--- src/rse_pkg.sv ---
// ----------------------------------------------------------------------------
// Radix symbol encoder package
// Shared widths, register indexes, the job descriptor and the digit helpers.
// ----------------------------------------------------------------------------
package rse_pkg;

    localparam int MAX_DIGITS_DEF = 64;
    localparam int SYMBOL_BITS    = 7;
    localparam int SYM_W          = 7;
    localparam int DIGIT_W        = 6;
    localparam int RADIX_W        = 6;
    localparam int VALUE_W        = 64;
    localparam int PAD_W          = 7;
    localparam int CNT_W          = 7;
    localparam int WORD_W         = 63;
    localparam int NUM_WORDS      = 7;
    localparam int ALPHA_W        = NUM_WORDS * WORD_W;
    localparam int ALPHA_EXT_W    = (1 << DIGIT_W) * SYMBOL_BITS + SYM_W;
    localparam int IDX_W          = 3;

    localparam logic [IDX_W-1:0]   REG_RADIX       = 3'd0;
    localparam logic [IDX_W-1:0]   REG_ALPHA_FIRST = 3'd1;
    localparam logic [RADIX_W-1:0] RADIX_MIN       = 6'd2;
    localparam logic [RADIX_W-1:0] RADIX_RESET     = 6'd2;
    localparam logic [WORD_W-1:0]  ALPHA0_RESET    = 63'd6320;

    typedef struct packed {
        logic             bank;
        logic             err;
        logic [CNT_W-1:0] ndig;
        logic [CNT_W-1:0] total;
    } desc_t;

    typedef struct packed {
        logic [7:0]         quot;
        logic [DIGIT_W-1:0] rem;
    } div_step_t;

    // One byte of long division by the radix, one restoring step per bit.
    function automatic div_step_t div_byte(input logic [DIGIT_W-1:0] rem_in,
                                           input logic [7:0]         data_in,
                                           input logic [RADIX_W-1:0] radix);
        div_step_t          res;
        logic [DIGIT_W:0]   r;
        r        = {1'b0, rem_in};
        res.quot = '0;
        for (int i = 7; i >= 0; i--) begin
            r = {r[DIGIT_W-1:0], data_in[i]};
            if (r >= {1'b0, radix}) begin
                r           = r - {1'b0, radix};
                res.quot[i] = 1'b1;
            end
        end
        res.rem = r[DIGIT_W-1:0];
        return res;
    endfunction

    // Symbols past the alphabet storage read as zero.
    function automatic logic [SYM_W-1:0] sym_lookup(input logic [ALPHA_W-1:0] alpha,
                                                    input logic [DIGIT_W-1:0] idx);
        logic [ALPHA_EXT_W-1:0] ext;
        ext = ALPHA_EXT_W'(alpha);
        return ext[int'(idx) * SYMBOL_BITS +: SYM_W];
    endfunction

endpackage

--- src/rse_ram.sv ---
// ----------------------------------------------------------------------------
// Generic RAM
// One write port, one read port with registered read data.
// ----------------------------------------------------------------------------
module rse_ram #(
    parameter int WIDTH = 8,
    parameter int DEPTH = 64
) (
    input  logic                     aclk,
    input  logic                     wr_en,
    input  logic [$clog2(DEPTH)-1:0] wr_addr,
    input  logic [WIDTH-1:0]         wr_data,
    input  logic [$clog2(DEPTH)-1:0] rd_addr,
    output logic [WIDTH-1:0]         rd_data
);

    logic [WIDTH-1:0] mem [DEPTH];
    logic [WIDTH-1:0] rd_data_reg;

    always_ff @(posedge aclk) begin
        if (wr_en) begin
            mem[wr_addr] <= wr_data;
        end
        rd_data_reg <= mem[rd_addr];
    end

    assign rd_data = rd_data_reg;

endmodule

--- src/rse_queue.sv ---
// ----------------------------------------------------------------------------
// Job queue
// Two-entry FIFO of job descriptors between the digit front end and the
// symbol back end.
// ----------------------------------------------------------------------------
module rse_queue (
    input  logic          aclk,
    input  logic          aresetn,
    input  logic          push,
    input  rse_pkg::desc_t push_desc,
    output logic          full,
    input  logic          pop,
    output logic          head_valid,
    output rse_pkg::desc_t head_desc
);

    rse_pkg::desc_t mem_reg [2];
    logic           wr_ptr_reg;
    logic           rd_ptr_reg;
    logic [1:0]     count_reg;
    logic [1:0]     count_next;

    assign full       = count_reg == 2'd2;
    assign head_valid = count_reg != 2'd0;
    assign head_desc  = mem_reg[rd_ptr_reg];

    always_comb begin
        count_next = count_reg;
        if (push && !pop) begin
            count_next = count_reg + 2'd1;
        end else if (pop && !push) begin
            count_next = count_reg - 2'd1;
        end
    end

    always_ff @(posedge aclk) begin
        if (!aresetn) begin
            wr_ptr_reg <= 1'b0;
            rd_ptr_reg <= 1'b0;
            count_reg  <= 2'd0;
        end else begin
            if (push) begin
                mem_reg[wr_ptr_reg] <= push_desc;
                wr_ptr_reg          <= ~wr_ptr_reg;
            end
            if (pop) begin
                rd_ptr_reg <= ~rd_ptr_reg;
            end
            count_reg <= count_next;
        end
    end

endmodule

--- src/rse_front.sv ---
// ----------------------------------------------------------------------------
// Digit front end
// Accepts a value, peels off base-radix digits least significant first by
// byte-wise long division, stores them in the digit RAM and posts a job.
// ----------------------------------------------------------------------------
module rse_front #(
    parameter int MAX_DIGITS = rse_pkg::MAX_DIGITS_DEF
) (
    input  logic                                  aclk,
    input  logic                                  aresetn,
    input  logic                                  s_valid,
    output logic                                  s_ready,
    input  logic [rse_pkg::VALUE_W-1:0]           s_number_in,
    input  logic [rse_pkg::PAD_W-1:0]             s_pad_length,
    input  logic [rse_pkg::RADIX_W-1:0]           radix,
    input  logic                                  q_full,
    output logic                                  q_push,
    output rse_pkg::desc_t                        q_desc,
    output logic                                  ram_wr_en,
    output logic [$clog2(MAX_DIGITS):0]           ram_wr_addr,
    output logic [rse_pkg::DIGIT_W-1:0]           ram_wr_data
);

    localparam int DIG_AW = $clog2(MAX_DIGITS);
    localparam logic [rse_pkg::CNT_W-1:0] MAX_CNT = rse_pkg::CNT_W'(MAX_DIGITS);

    typedef enum logic {
        ST_IDLE,
        ST_DIV
    } state_t;

    state_t                          state_reg;
    logic [rse_pkg::VALUE_W-1:0]     val_reg;
    logic [2:0]                      top_reg;
    logic [2:0]                      bi_reg;
    logic [rse_pkg::DIGIT_W-1:0]     rem_reg;
    logic [rse_pkg::CNT_W-1:0]       ndig_reg;
    logic [rse_pkg::CNT_W-1:0]       pad_reg;
    logic [rse_pkg::CNT_W-1:0]       limit_reg;
    logic [rse_pkg::RADIX_W-1:0]     radix_reg;
    logic                            bank_reg;

    logic                            accept;
    rse_pkg::div_step_t              step;
    logic [rse_pkg::VALUE_W-1:0]     val_upd;
    logic                            digit_done;
    logic                            overflow;
    logic                            finish;
    logic [rse_pkg::CNT_W-1:0]       ndig_inc;
    logic [rse_pkg::CNT_W-1:0]       pad_sat;
    logic [2:0]                      top_in;
    logic [2:0]                      top_next;

    assign s_ready = (state_reg == ST_IDLE) && !q_full;
    assign accept  = s_valid && s_ready;

    always_comb begin
        pad_sat = (s_pad_length > MAX_CNT) ? MAX_CNT : s_pad_length;
        top_in  = 3'd0;
        for (int i = 1; i < 8; i++) begin
            if (s_number_in[i*8 +: 8] != 8'd0) begin
                top_in = 3'(i);
            end
        end
    end

    always_comb begin
        step    = rse_pkg::div_byte(rem_reg, val_reg[{bi_reg, 3'b000} +: 8], radix_reg);
        val_upd = val_reg;
        val_upd[{bi_reg, 3'b000} +: 8] = step.quot;
        top_next = top_reg;
        if (top_reg != 3'd0 && val_upd[{top_reg, 3'b000} +: 8] == 8'd0) begin
            top_next = top_reg - 3'd1;
        end
    end

    assign digit_done = (state_reg == ST_DIV) && (bi_reg == 3'd0);
    // One digit more than the limit allows means the value does not fit.
    assign overflow   = ndig_reg == limit_reg;
    assign finish     = digit_done && (overflow || val_upd == '0);
    assign ndig_inc   = ndig_reg + rse_pkg::CNT_W'(1);

    assign ram_wr_en   = digit_done && !overflow;
    assign ram_wr_addr = {bank_reg, ndig_reg[DIG_AW-1:0]};
    assign ram_wr_data = step.rem;

    assign q_push     = finish;
    assign q_desc.bank  = bank_reg;
    assign q_desc.err   = overflow;
    assign q_desc.ndig  = ndig_inc;
    assign q_desc.total = (pad_reg != '0) ? pad_reg : ndig_inc;

    always_ff @(posedge aclk) begin
        if (!aresetn) begin
            state_reg <= ST_IDLE;
            bank_reg  <= 1'b0;
        end else begin
            case (state_reg)
                ST_IDLE: begin
                    if (accept) begin
                        val_reg   <= s_number_in;
                        top_reg   <= top_in;
                        bi_reg    <= top_in;
                        rem_reg   <= '0;
                        ndig_reg  <= '0;
                        pad_reg   <= pad_sat;
                        limit_reg <= (pad_sat == '0) ? MAX_CNT : pad_sat;
                        radix_reg <= (radix < rse_pkg::RADIX_MIN) ? rse_pkg::RADIX_MIN : radix;
                        state_reg <= ST_DIV;
                    end
                end
                ST_DIV: begin
                    val_reg <= val_upd;
                    if (bi_reg != 3'd0) begin
                        bi_reg  <= bi_reg - 3'd1;
                        rem_reg <= step.rem;
                    end else if (finish) begin
                        bank_reg  <= ~bank_reg;
                        state_reg <= ST_IDLE;
                    end else begin
                        // start the next digit on the shrunken quotient
                        ndig_reg <= ndig_inc;
                        top_reg  <= top_next;
                        bi_reg   <= top_next;
                        rem_reg  <= '0;
                    end
                end
                default: begin
                    state_reg <= ST_IDLE;
                end
            endcase
        end
    end

endmodule

--- src/rse_back.sv ---
// ----------------------------------------------------------------------------
// Symbol back end
// Takes jobs from the queue, reads digits most significant first, inserts
// pad symbols and maps digits through the alphabet to output symbols.
// ----------------------------------------------------------------------------
module rse_back #(
    parameter int MAX_DIGITS = rse_pkg::MAX_DIGITS_DEF
) (
    input  logic                              aclk,
    input  logic                              aresetn,
    input  logic                              q_valid,
    input  rse_pkg::desc_t                    q_desc,
    output logic                              q_pop,
    output logic [$clog2(MAX_DIGITS):0]       ram_rd_addr,
    input  logic [rse_pkg::DIGIT_W-1:0]       ram_rd_data,
    input  logic [rse_pkg::ALPHA_W-1:0]       alpha,
    output logic                              m_valid,
    input  logic                              m_ready,
    output logic [rse_pkg::SYM_W-1:0]         m_symbol_out,
    output logic                              m_last_symbol,
    output logic                              m_too_long
);

    localparam int DIG_AW = $clog2(MAX_DIGITS);

    typedef enum logic [1:0] {
        ST_IDLE,
        ST_FETCH,
        ST_LOAD,
        ST_HOLD
    } state_t;

    state_t                      state_reg;
    logic [rse_pkg::CNT_W-1:0]   pos_reg;
    logic                        pad_reg;
    logic [rse_pkg::SYM_W-1:0]   sym_reg;
    logic                        last_reg;
    logic                        err_reg;
    logic [rse_pkg::DIGIT_W-1:0] digit;

    assign ram_rd_addr = {q_desc.bank, pos_reg[DIG_AW-1:0]};
    assign digit       = pad_reg ? '0 : ram_rd_data;

    assign m_valid       = state_reg == ST_HOLD;
    assign m_symbol_out  = sym_reg;
    assign m_last_symbol = last_reg;
    assign m_too_long    = err_reg;
    assign q_pop         = (state_reg == ST_HOLD) && m_ready && last_reg;

    always_ff @(posedge aclk) begin
        if (!aresetn) begin
            state_reg <= ST_IDLE;
        end else begin
            case (state_reg)
                ST_IDLE: begin
                    if (q_valid) begin
                        if (q_desc.err) begin
                            sym_reg   <= '0;
                            last_reg  <= 1'b1;
                            err_reg   <= 1'b1;
                            state_reg <= ST_HOLD;
                        end else begin
                            pos_reg   <= q_desc.total - rse_pkg::CNT_W'(1);
                            state_reg <= ST_FETCH;
                        end
                    end
                end
                ST_FETCH: begin
                    // positions above the top digit take the pad symbol
                    pad_reg   <= pos_reg >= q_desc.ndig;
                    state_reg <= ST_LOAD;
                end
                ST_LOAD: begin
                    sym_reg   <= rse_pkg::sym_lookup(alpha, digit);
                    last_reg  <= pos_reg == '0;
                    err_reg   <= 1'b0;
                    state_reg <= ST_HOLD;
                end
                ST_HOLD: begin
                    if (m_ready) begin
                        if (last_reg) begin
                            state_reg <= ST_IDLE;
                        end else begin
                            pos_reg   <= pos_reg - rse_pkg::CNT_W'(1);
                            state_reg <= ST_FETCH;
                        end
                    end
                end
                default: begin
                    state_reg <= ST_IDLE;
                end
            endcase
        end
    end

endmodule

--- src/radix_symbol_encoder.sv ---
// Flow: the front end divides one significant byte of the running quotient
// per cycle for each digit, dropping quotient bytes that have become zero; the
// back end then fetches, loads and holds each symbol in turn (FETCH, LOAD, HOLD).
// Throughput: set by the slower of the byte-serial divider and the back end;
// the two-entry job queue and a two-bank digit RAM let them overlap.
// Reset: radix 2, alphabet '0' and '1', queue empty; digit RAM is not cleared.
// ----------------------------------------------------------------------------
// Radix symbol encoder
// Writes a 64-bit value in a configurable base as a padded string of
// alphabet symbols, most significant digit first.
// ----------------------------------------------------------------------------
module radix_symbol_encoder #(
    parameter int MAX_DIGITS = rse_pkg::MAX_DIGITS_DEF
) (
    input  logic                            aclk,
    input  logic                            aresetn,
    input  logic                            s_valid,
    output logic                            s_ready,
    input  logic [rse_pkg::VALUE_W-1:0]     s_number_in,
    input  logic [rse_pkg::PAD_W-1:0]       s_pad_length,
    output logic                            m_valid,
    input  logic                            m_ready,
    output logic [rse_pkg::SYM_W-1:0]       m_symbol_out,
    output logic                            m_last_symbol,
    output logic                            m_too_long,
    input  logic                            cfg_wr_en,
    input  logic [rse_pkg::IDX_W-1:0]       cfg_index,
    input  logic [rse_pkg::WORD_W-1:0]      cfg_wdata
);

    localparam int DIG_AW    = $clog2(MAX_DIGITS);
    localparam int RAM_DEPTH = 2 << DIG_AW;

    logic [rse_pkg::RADIX_W-1:0] radix_reg;
    logic [rse_pkg::WORD_W-1:0]  alpha_reg [rse_pkg::NUM_WORDS];
    logic [rse_pkg::ALPHA_W-1:0] alpha_flat;
    logic [rse_pkg::IDX_W-1:0]   word_sel;

    logic                        q_full;
    logic                        q_push;
    rse_pkg::desc_t              q_push_desc;
    logic                        q_pop;
    logic                        q_valid;
    rse_pkg::desc_t              q_head;

    logic                        ram_wr_en;
    logic [DIG_AW:0]             ram_wr_addr;
    logic [rse_pkg::DIGIT_W-1:0] ram_wr_data;
    logic [DIG_AW:0]             ram_rd_addr;
    logic [rse_pkg::DIGIT_W-1:0] ram_rd_data;

    assign word_sel = cfg_index - rse_pkg::REG_ALPHA_FIRST;

    always_comb begin
        for (int i = 0; i < rse_pkg::NUM_WORDS; i++) begin
            alpha_flat[i*rse_pkg::WORD_W +: rse_pkg::WORD_W] = alpha_reg[i];
        end
    end

    always_ff @(posedge aclk) begin
        if (!aresetn) begin
            radix_reg <= rse_pkg::RADIX_RESET;
            for (int i = 0; i < rse_pkg::NUM_WORDS; i++) begin
                alpha_reg[i] <= '0;
            end
            alpha_reg[0] <= rse_pkg::ALPHA0_RESET;
        end else if (cfg_wr_en) begin
            if (cfg_index == rse_pkg::REG_RADIX) begin
                radix_reg <= cfg_wdata[rse_pkg::RADIX_W-1:0];
            end else if (int'(word_sel) < rse_pkg::NUM_WORDS) begin
                alpha_reg[word_sel] <= cfg_wdata;
            end
        end
    end

    rse_front #(
        .MAX_DIGITS (MAX_DIGITS)
    ) u_front (
        .aclk         (aclk),
        .aresetn      (aresetn),
        .s_valid      (s_valid),
        .s_ready      (s_ready),
        .s_number_in  (s_number_in),
        .s_pad_length (s_pad_length),
        .radix        (radix_reg),
        .q_full       (q_full),
        .q_push       (q_push),
        .q_desc       (q_push_desc),
        .ram_wr_en    (ram_wr_en),
        .ram_wr_addr  (ram_wr_addr),
        .ram_wr_data  (ram_wr_data)
    );

    rse_ram #(
        .WIDTH (rse_pkg::DIGIT_W),
        .DEPTH (RAM_DEPTH)
    ) u_digit_ram (
        .aclk    (aclk),
        .wr_en   (ram_wr_en),
        .wr_addr (ram_wr_addr),
        .wr_data (ram_wr_data),
        .rd_addr (ram_rd_addr),
        .rd_data (ram_rd_data)
    );

    rse_queue u_queue (
        .aclk       (aclk),
        .aresetn    (aresetn),
        .push       (q_push),
        .push_desc  (q_push_desc),
        .full       (q_full),
        .pop        (q_pop),
        .head_valid (q_valid),
        .head_desc  (q_head)
    );

    rse_back #(
        .MAX_DIGITS (MAX_DIGITS)
    ) u_back (
        .aclk          (aclk),
        .aresetn       (aresetn),
        .q_valid       (q_valid),
        .q_desc        (q_head),
        .q_pop         (q_pop),
        .ram_rd_addr   (ram_rd_addr),
        .ram_rd_data   (ram_rd_data),
        .alpha         (alpha_flat),
        .m_valid       (m_valid),
        .m_ready       (m_ready),
        .m_symbol_out  (m_symbol_out),
        .m_last_symbol (m_last_symbol),
        .m_too_long    (m_too_long)
    );

endmodule

--- config.mk ---
export PLATFORM = sky130hd
export DESIGN_NAME = radix_symbol_encoder
export DESIGN_NICKNAME = d
export VERILOG_FILES = /design/src/rse_pkg.sv /design/src/rse_ram.sv /design/src/rse_queue.sv /design/src/rse_front.sv /design/src/rse_back.sv /design/src/radix_symbol_encoder.sv
export SDC_FILE = /design/constraint.sdc
export NUM_CORES = 2
export LEC_CHECK = 0
export BUFFER_PORTS_ARGS = -buffer_cell sky130_fd_sc_hd__buf_4
export CAP_MARGIN = 15
export CORE_MARGIN = 5
export CORE_UTILIZATION = 40
export CTS_CLUSTER_SIZE = 20
export DETAILED_ROUTE_END_ITERATION = 10
export HOLD_SLACK_MARGIN = 0.15
export SYNTH_ARGS = -nofsm -noshare
export SYNTH_HDL_FRONTEND = slang
export SYNTH_HIERARCHICAL = 1
export SYNTH_SLANG_ARGS = --single-unit
--- constraint.sdc ---
create_clock -name aclk -period 40.6 [get_ports aclk]
set_clock_uncertainty 0.15 [all_clocks]
set_input_delay 2.03 -clock aclk [delete_from_list [all_inputs] [get_ports aclk]]
set_output_delay 2.03 -clock aclk [all_outputs]
set_load 0.005 [all_outputs]
**Word level (Yosys, flattened, before mapping)**

Memory sizes are Yosys's and may differ from the RTL's. A register that Yosys moved wholly into a read port is not among the register bits.
Index checks and enable logic that the tools add are counted.

- Add/sub/neg operators: 17
- Multipliers: 1
- $lt $le $gt $ge: 12
- Equality and inequality tests: 14
- Shift-type cells: 5
- Multiplexer cells: 84
- Bitwise gates (word level): 6
- Reduce and logical (&&, ||, !) cells: 47

Operator list:

| kind | number |
|---|---|
| $shiftx A455 B32 Y7 | 1 |
| $pmux W64 S2 | 1 |
| $shiftx A64 B7 Y8 | 2 |
| $mux W63 | 2 |
| $mux W7 | 11 |
| $mux W6 | 12 |
| $bwmux W64 | 1 |
| $logic_not A64 Y1 | 1 |
| $mux W64 | 1 |
| $shift A8 B8 Y64 const A | 1 |
| $shiftx A8 B8 Y64 | 1 |
| $reduce_or A63 Y1 | 1 |
| $ge A7 B6 Y1 | 8 |
| $reduce_bool A8 Y1 | 7 |
| $sub A6 B6 Y6 | 8 |
| $pmux W7 S2 | 3 |
| $mux W3 | 12 |
| $mux W1 | 29 |
| $logic_not A7 Y1 | 2 |
| $sub A7 B1 Y7 const B | 2 |
| $ne A2 B2 Y1 const B | 6 |
| $pmux W3 S2 | 2 |
| $pmux W6 S2 | 1 |
| $logic_and A1 B1 Y1 | 10 |
| 32 further kinds | 61 |

- Bits in registers: 134
- RAM bits: 1241
- Bits of input ports: 142
- Output and inout bits: 11
- Word-level logic and storage cells: 209
- Memories: 3

Memory list:

| memory | depth | width | rd ports | clocked after memory_dff | write ports | RTL line | text |
|---|---|---|---|---|---|---|---|
| u_digit_ram.mem | 128 | 6 | 1 | 1 | 1 | rse_ram.sv:17 | `logic [WIDTH-1:0] mem [DEPTH];` |
| alpha_reg | 7 | 63 | 7 | 0 | 7 | radix_symbol_encoder.sv:35 | `logic [rse_pkg::WORD_W-1:0] alpha_reg [rse_pkg::NUM_WORDS];` |
| u_queue.mem_reg | 2 | 16 | 1 | 1 | 1 | rse_queue.sv:17 | `rse_pkg::desc_t mem_reg [2];` |

**Logic depth before layout (Yosys ltp)**

- Depth in word-level cells: 26
- Mapped depth: 84
- Depth with buffers taken out: 78

**Modules after synthesis**

The synthesis kept the hierarchy.

By module, submodules not included:

| module | instances | cells an instance | area each (µm²) | seq. area each (µm²) |
|---|---|---|---|---|
| rse_ram | 1 | 1271 | 29923.7 | 23182.2 |
| radix_symbol_encoder | 1 | 1192 | 16040.4 | 12101.6 |
| rse_front | 1 | 1111 | 9879.5 | 3133.0 |
| rse_back | 1 | 663 | 5522.8 | 550.5 |
| rse_queue | 1 | 73 | 1377.6 | 1061.0 |

**Worst setup path after synthesis**

Ideal clock, no wire load.

- Path kind: register to register
- Start: reg u_front.bi_reg[1]
- End: mem u_digit_ram/mem[0][2] in the netlist's numbering, data pin
- Library setup time: 1.205 ns
- Arrival time: 22.212 ns
- Required time: 39.245 ns
- Path slack: 17.033 ns
- Cell stages (with the launch flop): 77
- Buffers on the path: 6
- Clock period less this slack: 23.567 ns
- Path through: edfxtp_1 > clkbuf_1 > mux4_2 > mux2i_1 > ha_1 > inv_1 > fa_1 > a21o_1 > a21oi_1 > xnor2_1 > nor2_1 > a21oi_1 > ha_1 > and2_1 > nor4_1 > a21oi_1 > nor2_1 > mux2_2 > [41 not listed] > a21o_1 > a31o_2 > a21o_1 > a21o_1 > a21o_1 > or2_2 > mux2i_1 > buf_2 > mux2i_1 > ha_1 > a21o_1 > a21o_1 > a21o_1 > a21o_1 > a211oi_1 > o311a_4 > nand2_1 > o21ai_0

- Word-level cells in the longest chain between the ends: 17
- Elaborated cells between the ends (all ways): 25
- Those cells by class: add/sub: 8; order compare: 8; shift: 1; mux: 8

RTL lines:

| item | RTL line | text |
|---|---|---|
| start, declared | rse_front.sv:35 | `logic [2:0] bi_reg;` |
| start signal, assigned | rse_front.sv:103 | `bi_reg <= top_in;` |
| start signal, assigned | rse_front.sv:115 | `bi_reg <= bi_reg - 3'd1;` |
| start signal, assigned | rse_front.sv:124 | `bi_reg <= top_next;` |
| $shiftx A64 B7 Y8 (*) | rse_front.sv:68 | `step = rse_pkg::div_byte(rem_reg, val_reg[{bi_reg, 3'b000} +: 8], radix_reg);` |
| $sub A6 B6 Y6 / $ge A7 B6 Y1 (equally long branches) | rse_pkg.sv:50, rse_pkg.sv:49 |  |
| $mux W6 | rse_pkg.sv:49 | `if (r >= {1'b0, radix}) begin` |
| $sub A6 B6 Y6 / $ge A7 B6 Y1 (equally long branches) | rse_pkg.sv:50, rse_pkg.sv:49 |  |
| $mux W6 | rse_pkg.sv:49 |  |
| $sub A6 B6 Y6 / $ge A7 B6 Y1 (equally long branches) | rse_pkg.sv:50, rse_pkg.sv:49 |  |
| $mux W6 | rse_pkg.sv:49 |  |
| $sub A6 B6 Y6 / $ge A7 B6 Y1 (equally long branches) | rse_pkg.sv:50, rse_pkg.sv:49 |  |
| [2 not listed] | -- |  |
| $mux W6 | rse_pkg.sv:49 |  |
| $sub A6 B6 Y6 / $ge A7 B6 Y1 (equally long branches) | rse_pkg.sv:50, rse_pkg.sv:49 |  |
| $mux W6 | rse_pkg.sv:49 |  |
| $ge A7 B6 Y1 / $sub A6 B6 Y6 (equally long branches) | rse_pkg.sv:49, rse_pkg.sv:50 |  |
| $mux W6 | rse_pkg.sv:49 |  |
| $sub A6 B6 Y6 / $ge A7 B6 Y1 (equally long branches) | rse_pkg.sv:50, rse_pkg.sv:49 |  |
| $mux W6 (*) | rse_pkg.sv:49 |  |
| via ram_wr_data, one bit | radix_symbol_encoder.sv:48 | `logic [rse_pkg::DIGIT_W-1:0] ram_wr_data;` |
| end, declared | rse_ram.sv:17 |  |

Mark *: on every way through the listed nets, which the timed path passes. The rest lies on a longest branch.

**Final worst setup path**

- Start: reg u_front.bi_reg[0]
- End: mem u_digit_ram/mem[1][2] in the netlist's numbering, data pin

The elaborated chain is that of the path after synthesis.

==> run_results.csv <==
group,metric,value,unit
critical_path,setup.worst_path.end,"u_digit_ram/mem[1][2]$_DFFE_PP_",
critical_path,cp_common_cell,"a21o_1",
critical_path,start_kind,"flop",
critical_path,critical-path-top-delay-family,"compound AO/OA/AOI/OAI gates",
cts,path_clk_slew,0.06,ns
final_layout,seqCellArea,40000,sq um
final_layout,nFillCells,13800,
floorplanning,die_y,406,um
cts,cts.repair.resized,0,
sta,timing.slew.headroom,17.7,%
synth,ys_async_sr_fraction,0,%
grt,grt.overflow.total,0,
synth,syn_avg_cell_area,14.6,sq um
critical_path,criticalPathCategory,"reg2reg",
grt,grt_pass1_vias,37800,
placement,place_ws,18.12,ns
critical_path,critPathBufInv,7,
floorplanning,initial_core_util,40.2,%
synth,syn_inst,4310,
synth,synth_edf_count,1235,
hold_path,hp-start,"alpha_reg[0][21]$_SDFFE_PN0P_",
floorplanning,dieArea,165000,sq um
synth,synth.distinct_cells,110,
cts,ctsHoldBuffers,0,
cts,cts_tree,"built",
placement,place.gp.congestion,0.899,
final_layout,final_layout_size_suffix_gt1_share,19.2,%
critical_path,startpoint,"u_front/bi_reg[0]$_DFFE_PP_",
cts,clock_latency,0.80,ns
drt,drtPass1Iterations,6,
critical_path,r2r-start,"u_front/bi_reg[0]$_DFFE_PP_",
drt,vias,37900,
floorplanning,placeableCoreArea,156000,sq um
synth,synth-seq-cells,1382,
cts,clock_path_buffers,3,
cts,h-tree-depth,4,
cts,cts-root-buf,"clkbuf_16",
cts,numClockSinks,1382,
drt,drc,0,
cts,post_cts_buffers,0,
floorplanning,die_x,406,um
sta,finalHoldViolations,0,
grt,grt_max_degree,139,
placement,dp_hpwl,108000,um
drt,drtIter0Drc,3871,
final_layout,final_cell_mix,"edfxtp_1, nor2_1, nand2_1",
cts,cts_buffers,147,
sta,tightest_slew,1.23,ns
sta,min_period,22.69,ns
critical_path,max_stage_delay,0.90,ns
critical_path,rr_endpoint,"u_digit_ram/mem[1][2]$_DFFE_PP_",
floorplanning,rows,145,
synth,synth_area,62700,sq um
drt,wl,170000,um
run,maxCapViolCount,0,
sta,worst_slack,17.91,ns
final_layout,largest_register_ff_count,768,
grt,grt_usage,20.4,%
floorplanning,io_pins,153,
final_layout,final_util,45.1,%
critical_path,worstPathArrival,22.94,ns
drt,wl_per_cell,25.8,um
critical_path,cp.required,40.85,ns
final_layout,multi_input_area,21100,sq um
critical_path,worst_setup_path_end_kind,"flop",
run_status,status,"completed",
placement,io_buffers,152,
drt,postRouteAntennaNets,0,
sta,max_freq,0.0441,GHz
drt,viasPerCell,5.76,
final_layout,final_common_cell,"edfxtp_1",
final_layout,layout.nets,4623,
grt,antenna_found_initial,3,
critical_path,crit_cells,72,
synth,ys_seq_area_share,63.8,%
final_layout,syn_to_final_growth,12.1,%
critical_path,critPathSlowestCell,"o21ai_4",
critical_path,ff2ff_path_depth,72,
sta,setup_tns,0,ns
critical_path,r2r_setup_slack,17.91,ns
synth,ys_warn_count,6,
sta,slew_violations,0,
sta,setup_viol,0,
sta,rsz0062_at_grt,"no",
grt,grt_pass1_wl,251000,um
synth,syn_nets,4531,
critical_path,worst-path-max-fanout,88,
synth,ys.flop_type,"edfxtp_1",
sta,post-route-period-util,55.9,%
hold_path,hold_class,"reg2reg",
[cells by family after synthesis]
logic type / after synthesis / share of synthesized area, %
AO/OA/AOI/OAI: 573 / 6.40
XOR/XNOR: 46 / 0.642
adder cells (fa/ha/maj): 79 / 1.67
buffers and inverters: 346 / 2.88
flip-flops: 1382 / 63.8
multiplexers: 610 / 15.8
AND/OR/NAND/NOR: 1274 / 8.85
[worst register-to-register path: cells and delay by family (launching register included)]
family	cells	cell delay [ns]
simple gates	16	5.24
fa+ha+maj	8	2.49
mux	9	3.45
flops	1	0.33
buf+inv	7	2.22
compound gates	32	8.34
[through the flow]
step,hold WS (ns),area [sq um],instances
after floorplan,0.282,62700,4310
after global placement,0.291,65700,6309
after detailed placement,0.296,65700,6310
after CTS,0.306,70300,6578
after global routing,0.320,70300,6579
final,0.302,70300,6581
[Yosys cell counts (10+ instances only)]
| library cell | instances | share of area [%] |
|---|---|---|
| mux2i_1 | 239 | 3.8 |
| buf_1 | 23 | 0.14 |
| a21oi_1 | 149 | 1.2 |
| nor2b_1 | 76 | 0.76 |
| mux4_2 | 295 | 11 |
| buf_4 | 40 | 0.48 |
| o221ai_1 | 10 | 0.14 |
| nor3_1 | 69 | 0.55 |
| inv_1 | 62 | 0.37 |
| o21bai_1 | 10 | 0.12 |
| and2_1 | 13 | 0.13 |
| buf_6 | 32 | 0.57 |
| o22ai_1 | 11 | 0.11 |
| xnor2_1 | 24 | 0.34 |
| o2111ai_1 | 10 | 0.14 |
| edfxtp_1 | 1235 | 59 |
| a22oi_1 | 22 | 0.26 |
| nand3_1 | 33 | 0.26 |
| nor4_1 | 31 | 0.31 |
| o211ai_1 | 18 | 0.22 |
| mux2_2 | 75 | 1.3 |
| nand2_1 | 349 | 2.1 |
| dfxtp_1 | 147 | 4.7 |
| clkbuf_1 | 127 | 0.76 |
| o21a_1 | 20 | 0.24 |
| buf_2 | 56 | 0.45 |
| o21ai_0 | 96 | 0.77 |
| and3_1 | 12 | 0.12 |
| xor2_1 | 22 | 0.31 |
| a211oi_1 | 27 | 0.32 |
| ha_1 | 71 | 1.4 |
| a31oi_1 | 25 | 0.25 |
| nand2b_1 | 19 | 0.19 |
| nand4_1 | 11 | 0.11 |
| a21o_1 | 31 | 0.37 |
| a221oi_1 | 25 | 0.35 |
| or3_1 | 12 | 0.12 |
| nor2_1 | 605 | 3.6 |
[how the worst min path moves through the flow]
stage,end,slack (ns),cells past startpoint
5_1_grt,alpha_reg[0][41]$_SDFFE_PN0P_,0.32,2
3_5_place_dp,alpha_reg[0][34]$_SDFFE_PN0P_,0.30,2
2_1_floorplan,alpha_reg[0][21]$_SDFFE_PN0P_,0.28,2
4_1_cts,alpha_reg[0][21]$_SDFFE_PN0P_,0.31,2
3_3_place_gp,alpha_reg[0][62]$_SDFFE_PN0P_,0.29,2
6_report,alpha_reg[0][21]$_SDFFE_PN0P_,0.30,2
[per-layer routing]
metal / global-route usage, % / wire [um]
met5: 0 / 0
met4: 5.96 / 4840
met3: 3.21 / 11200
met2: 33.0 / 81500
met1: 28.5 / 72100
[layout make-up]
type                       instances  area share (%)
antenna                            2         0.00712
tap                             2058            3.66
inverter                          64           0.342
clock buffer                     200            5.71
timing repair buffer             225            2.48
clock inverter                    68           0.886
multi-input combinational       2582            30.0
sequential                      1382            56.9
Power is left out: the tool's default activity adds up to more than one toggle a clock period on the data nets, which glitch-free logic cannot reach.
